**src/hdl/slv_pkg.sv**
```systemverilog
// Shared constants and types for the satellite link visibility block.
`timescale 1ns / 1ps

package slv_pkg;

    localparam int COORD_BITS_DEFAULT = 17;

    localparam int RANGE_BITS     = 18;
    localparam int RADIUS_BITS    = 16;
    localparam int RANGE_SQ_BITS  = 2 * RANGE_BITS;
    localparam int RADIUS_SQ_BITS = 2 * RADIUS_BITS;

    localparam int CFG_IDX_BITS  = 2;
    localparam int CFG_DATA_BITS = RANGE_BITS;

    localparam logic [RANGE_BITS-1:0]  RANGE_RESET  = RANGE_BITS'(5000);
    localparam logic [RADIUS_BITS-1:0] RADIUS_RESET = RADIUS_BITS'(6371);

    // Register indexes on the configuration port
    localparam logic [CFG_IDX_BITS-1:0] REG_MAX_LINK_RANGE = CFG_IDX_BITS'(0);
    localparam logic [CFG_IDX_BITS-1:0] REG_EARTH_RADIUS   = CFG_IDX_BITS'(1);

    localparam int NUM_STAGES = 7;

    // Per-stage load enables of the item pipeline
    typedef struct packed {
        logic diff;   // stage 1: endpoints and separation vector
        logic prod;   // stage 2: component products
        logic sum;    // stage 3: dot products and squared norms
        logic part;   // stage 4: tests and partial products
        logic acc;    // stage 5: wide products
        logic add;    // stage 6: right-hand sum
        logic fin;    // stage 7: output register
    } slv_adv_t;

endpackage

```
**src/hdl/slv_wide_mul.sv**
```systemverilog
// Two-stage unsigned multiplier built from four half-width partial products.
`timescale 1ns / 1ps

module slv_wide_mul #(
    parameter int A_BITS = 36,
    parameter int B_BITS = 36
) (
    input  logic                       clk,
    input  slv_pkg::slv_adv_t          adv,
    input  logic [A_BITS-1:0]          a,
    input  logic [B_BITS-1:0]          b,
    output logic [A_BITS+B_BITS-1:0]   prod
);
    import slv_pkg::*;

    localparam int LA = (A_BITS + 1) / 2;
    localparam int HA = A_BITS - LA;
    localparam int LB = (B_BITS + 1) / 2;
    localparam int HB = B_BITS - LB;
    localparam int PW = A_BITS + B_BITS;

    logic [LA+LB-1:0] p_ll_next, p_ll_reg;
    logic [LA+HB-1:0] p_lh_next, p_lh_reg;
    logic [HA+LB-1:0] p_hl_next, p_hl_reg;
    logic [HA+HB-1:0] p_hh_next, p_hh_reg;
    logic [PW-1:0]    prod_next, prod_reg;

    assign p_ll_next = (LA+LB)'(a[LA-1:0])      * (LA+LB)'(b[LB-1:0]);
    assign p_lh_next = (LA+HB)'(a[LA-1:0])      * (LA+HB)'(b[B_BITS-1:LB]);
    assign p_hl_next = (HA+LB)'(a[A_BITS-1:LA]) * (HA+LB)'(b[LB-1:0]);
    assign p_hh_next = (HA+HB)'(a[A_BITS-1:LA]) * (HA+HB)'(b[B_BITS-1:LB]);

    // Recombine the partial products at their weights
    assign prod_next = PW'(p_ll_reg)
                     + (PW'(p_lh_reg) << LB)
                     + (PW'(p_hl_reg) << LA)
                     + (PW'(p_hh_reg) << (LA + LB));

    always_ff @(posedge clk)
    begin
        if (adv.part)
        begin
            p_ll_reg <= p_ll_next;
            p_lh_reg <= p_lh_next;
            p_hl_reg <= p_hl_next;
            p_hh_reg <= p_hh_next;
        end
        if (adv.acc)
        begin
            prod_reg <= prod_next;
        end
    end

    assign prod = prod_reg;

endmodule

```
**config.mk**
```make
export PLATFORM = sky130hd
export DESIGN_NAME = slv_wide_mul
export DESIGN_NICKNAME = d
export VERILOG_FILES = /design/src/hdl/slv_pkg.sv /design/src/hdl/slv_wide_mul.sv
export SDC_FILE = /design/constraint.sdc
export NUM_CORES = 2
export LEC_CHECK = 0
export ABC_AREA = 1
export BUFFER_PORTS_ARGS = -buffer_cell sky130_fd_sc_hd__buf_2
export CAP_MARGIN = 40
export CORE_MARGIN = 2
export CORE_UTILIZATION = 45
export CTS_CLUSTER_SIZE = 8
export DETAILED_ROUTE_END_ITERATION = 10
export PLACE_DENSITY = 0.63
export SYNTH_ARGS = -nofsm -noshare
export SYNTH_HDL_FRONTEND = slang
export SYNTH_SLANG_ARGS = --single-unit
```
**constraint.sdc**
```tcl
create_clock -name clk -period 5.53 [get_ports clk]
set_input_delay 0 -clock clk [delete_from_list [all_inputs] [get_ports clk]]
set_output_delay 0 -clock clk [all_outputs]
set_load 0.02 [all_outputs]
```
After elaboration in Yosys (flattened, before gate mapping)
Index checks and enable logic that the tools add are counted.
{ "totals": {"register_bits": 216, "output_inout_bits": 72} }
{ "op_classes": {"addsub": 3, "n_mul": 4} }
{ "ops": {"columns": ["operator", "n"], "rows": [
  ["multiplier 18 x 18 -> 36 bit", 4],
  ["adder 56 x 72 -> 72 bit", 1],
  ["adder 55 x 54 -> 56 bit", 1],
  ["adder 36 x 54 -> 55 bit", 1]
]} }

Depth between registers and ports, before layout
{ "logic_depth": {"word_depth": 3, "depth_mapped": 29} }

Worst setup path before layout
OpenSTA, ideal clock, no wires.
{ "synth_path": {"path_kind": "input to register", "start": "in b[27]", "end": "reg p_hh_reg[34], data pin", "required_ns": 5.278, "arrival_ns": 4.852, "path_stages": 22, "path_slack_ns": 0.426, "cell_sequence": "clkbuf_1 -> clkbuf_1 -> nand2_1 -> fa_1 -> inv_1 -> fa_1 -> inv_1 -> fa_1 -> inv_1 -> fa_1 -> fa_1 -> inv_1 -> fa_1 -> inv_1 -> ha_1 -> nand2_1 -> o21ai_0 -> a21oi_1 -> o21ai_1 -> nand2_1 -> nand3_1 -> nand2_1"} }
{ "synth_between": {"elab_chain_len": 1} }
{ "synth_lines": {"columns": ["element", "line_no", "text"], "rows": [
  ["from (decl)", "slv_wide_mul.sv:11", "input logic [B_BITS-1:0] b,"],
  ["multiplier 18 x 18 -> 36 bit", "slv_wide_mul.sv:31", "assign p_hh_next = (HA+HB)'(a[A_BITS-1:LA]) * (HA+HB)'(b[B_BITS-1:LB]);"],
  ["named net p_hh_next[34]", "slv_wide_mul.sv:25", "logic [HA+HB-1:0] p_hh_next, p_hh_reg;"],
  ["to (signal assigned)", "slv_wide_mul.sv:46", "p_hh_reg <= p_hh_next;"],
  ["to (decl)", "slv_wide_mul.sv:25", null]
]} }
The timed path passes the listed nets, and every way through them passes these cells.
A chain may end at the register's enable or synchronous reset.

Worst setup path after layout
{ "layout_path": {"start": "in b[21]", "end": "reg p_lh_reg[31], data pin"} }
{ "layout_between": {"elab_chain_len": 1} }
{ "layout_lines": {"columns": ["element", "line_no", "text"], "rows": [
  ["multiplier 18 x 18 -> 36 bit", "slv_wide_mul.sv:29", "assign p_lh_next = (LA+HB)'(a[LA-1:0]) * (LA+HB)'(b[B_BITS-1:LB]);"],
  ["named net p_lh_next[31]", "slv_wide_mul.sv:23", "logic [LA+HB-1:0] p_lh_next, p_lh_reg;"],
  ["to (signal assigned)", "slv_wide_mul.sv:44", "p_lh_reg <= p_lh_next;"],
  ["to (decl)", "slv_wide_mul.sv:23", null]
]} }
The timed path passes the listed nets, and every way through them passes these cells.

==> flow_metrics.tcl <==
set metrics [dict create \
    fin_skew_ns 0.02990 \
    crit_path_frequent_cell "fa_1" \
    max_slew_margin_pct 42.62 \
    crit_fanout 19 \
    largest_reg_flops 72 \
    drive_gt1_share_pct 7.539 \
    synth_nets 8708 \
    cts_tree "built" \
    synthCells 7091 \
    design_area_sq_mm 0.06111 \
    worstMarginPinSlew_ns 0.8607 \
    criticalPathCategory "in -> reg" \
    maxSlewViolCount 0 \
    rsz0062_at_grt "no" \
    grt_overflow 0 \
    path_buf_inv 4 \
    synthDistinctLibCells 40 \
    cts_resized 0 \
    antenna_found_initial 10 \
    ant_nets 0 \
    drtPass1Iterations 6 \
    yosys_warnings 0 \
    placed_area_sq_mm 0.06013 \
    grt_max_degree 58 \
    root_buffer "clkbuf_16" \
    clock_latency_ns 0.58 \
    yosysSeqAreaShare_pct 11.74 \
    remaining_drc_errors 0 \
    gp_congestion 0.9176 \
    synth_area_sq_mm 0.05523 \
    dr.first_iter.drc_count 2976 \
    hold_path_class "in -> reg" \
    postSynthAreaPerCell_sq_um 7.789 \
    routedWlPerCell_um 17.46 \
    grt_pass1_vias 47510 \
    ys_seq_elements 216 \
    initial_core_util_pct 45.38 \
    ios 152 \
    use_met1_pct 34.29 \
    clk_pin_slew_ns 0.05 \
    die_w_um 354.3 \
    period_needed_ns 5.077 \
    path_delay_family "adder cells" \
    clockBufferDepth 3 \
    core.rowCount 128 \
    grtUsageTotal_pct 25.73 \
    hold_viol 0 \
    cts_max_level 2 \
    status "completed" \
    hpwl_mm 132.2 \
    whs_ns 0.1474 \
    use_met2_pct 43.41 \
    cp-start-kind "input pin" \
    diodes 0 \
    pre_cts_ws_ns -0.04097 \
    die_h_um 354.3 \
    cp_slowest_stage_delay_ns 0.55 \
    max_freq_mhz 197.0 \
    cts_buffers 34 \
    nFillCells 11750 \
    critPathArrivalTime_ns 5.37 \
    area_growth_pct 10.64 \
    totalWireLength_mm 156.2 \
    final_cell_mix "nand2_1 (2103), inv_1 (2047), fa_1 (1061)" \
    end_kind "flip-flop" \
    num_vias 44420 \
    path_cells "buf_2, nand2_1, fa_1, fa_1, fa_1, inv_1, fa_1, fa_1, inv_1, fa_1, inv_1, ha_1, a21oi_1, o21ai_0, a21oi_1, nor2_1, nor2_1, nand2_1, nand2_1, nand2_1" \
    vias_per_cell 4.965 \
    cts_sinks 216 \
    core-area_sq_mm 0.1217 \
    grt_pass1_wl_mm 254.1 \
    fp.dieArea_sq_mm 0.1256 \
    top_usage_layer "met2" \
    slowest_stage "fa_1" \
    final_common_cell "nand2_1" \
    maxCapViolCount 0 \
    final_nets 8932 \
    setup_slack_ns 0.4531 \
    post-route-period-util_pct 91.81 \
    grt_use_met3_pct 3.532 \
    finalSetupViolCount 0 \
    fin_util_pct 50.21 \
    portBuffers 146 \
    cp.required_ns 5.83 \
]
[through the flow]
stage	TNS, ns	cells
after floorplan	0	7091
after global placement	-0.003015	8899
after detailed placement	-0.1253	8902
after CTS	0	8947
after global routing	0	8947
final	0	8947
[worst min-delay path, stage by stage]
cell	delay, ns
buf_2	0.34
nand2_1	0.14
inv_1	0.04
[synth_stat cells]
cell type | number | share of area [%]
a21boi_0 | 1 | 0.014
a21o_1 | 11 | 0.15
a21oi_1 | 167 | 1.5
and2_1 | 4 | 0.045
and3_1 | 1 | 0.011
buf_1 | 1 | 0.0068
buf_4 | 1 | 0.014
clkbuf_1 | 287 | 2.0
edfxtp_1 | 216 | 12
fa_1 | 1061 | 38
ha_1 | 476 | 11
inv_1 | 2047 | 14
inv_2 | 4 | 0.027
nand2_1 | 2103 | 14
nand2_2 | 9 | 0.10
nand2b_1 | 1 | 0.011
nand3_1 | 144 | 1.3
nand3_2 | 6 | 0.11
nand3b_1 | 6 | 0.082
nand4_1 | 37 | 0.42
nor2_1 | 239 | 1.6
nor2_2 | 8 | 0.091
nor2_4 | 2 | 0.041
nor3_1 | 35 | 0.32
nor3_2 | 2 | 0.036
nor3_4 | 1 | 0.029
nor3b_1 | 1 | 0.014
nor4_1 | 5 | 0.057
o211ai_1 | 5 | 0.068
o21a_1 | 7 | 0.095
o21ai_0 | 71 | 0.64
o21ai_1 | 2 | 0.018
o21ai_2 | 2 | 0.032
o21bai_1 | 10 | 0.14
or2_0 | 1 | 0.011
or2_1 | 1 | 0.011
or2_2 | 1 | 0.011
or2_4 | 1 | 0.016
xnor2_1 | 25 | 0.40
xor2_1 | 89 | 1.4
[metal layers]
metal  wire length (um)  up-vias
li1                   -    20730
met2              73750     1385
met3              10160      279
met4               5481        6
met5                 29        -
met1              66800    22020
[kinds of logic (layout without fill, tap and decap cells)]
group / Yosys count / in the layout / share of synthesized area (%)
compound gates: 276 / 276 / 2.668
simple gates: 2608 / 2608 / 18.63
buf+inv: 2340 / 2571 / 15.91
flops: 216 / 216 / 11.74
xor+xnor: 114 / 114 / 1.808
fa+ha+maj: 1537 / 1537 / 49.24
[layout make-up]
class / instances / area, sq um / area share [%]
tap: 1625 / 2033 / 3.327
inverter: 2051 / 7699 / 12.60
timing repair buffer: 477 / 3970 / 6.497
clock buffer: 35 / 854.6 / 1.398
sequential: 216 / 6486 / 10.61
multi-input combinational: 4535 / 39960 / 65.39
clock inverter: 8 / 105.1 / 0.1720
[timing repair]
action	in CTS	in global routing
buffers inserted	0	0
hold buffers	2	0
endpoints found under the hold margin	49	0
[worst paths after layout]
path,cells past startpoint,startpoint,slack [ns],endpoint
worst max-delay path,20,b[21],0.45,p_lh_reg[31]
worst max register to register,11,p_ll_reg[19],2.53,prod[47]
worst min-delay path,3,b[18],0.15,p_lh_reg[0]
worst min register to register,0,p_ll_reg[2],0.41,prod[2]
Power is left out: the tool's default activity adds up to more than one toggle a clock period on the data nets, which glitch-free logic cannot reach.
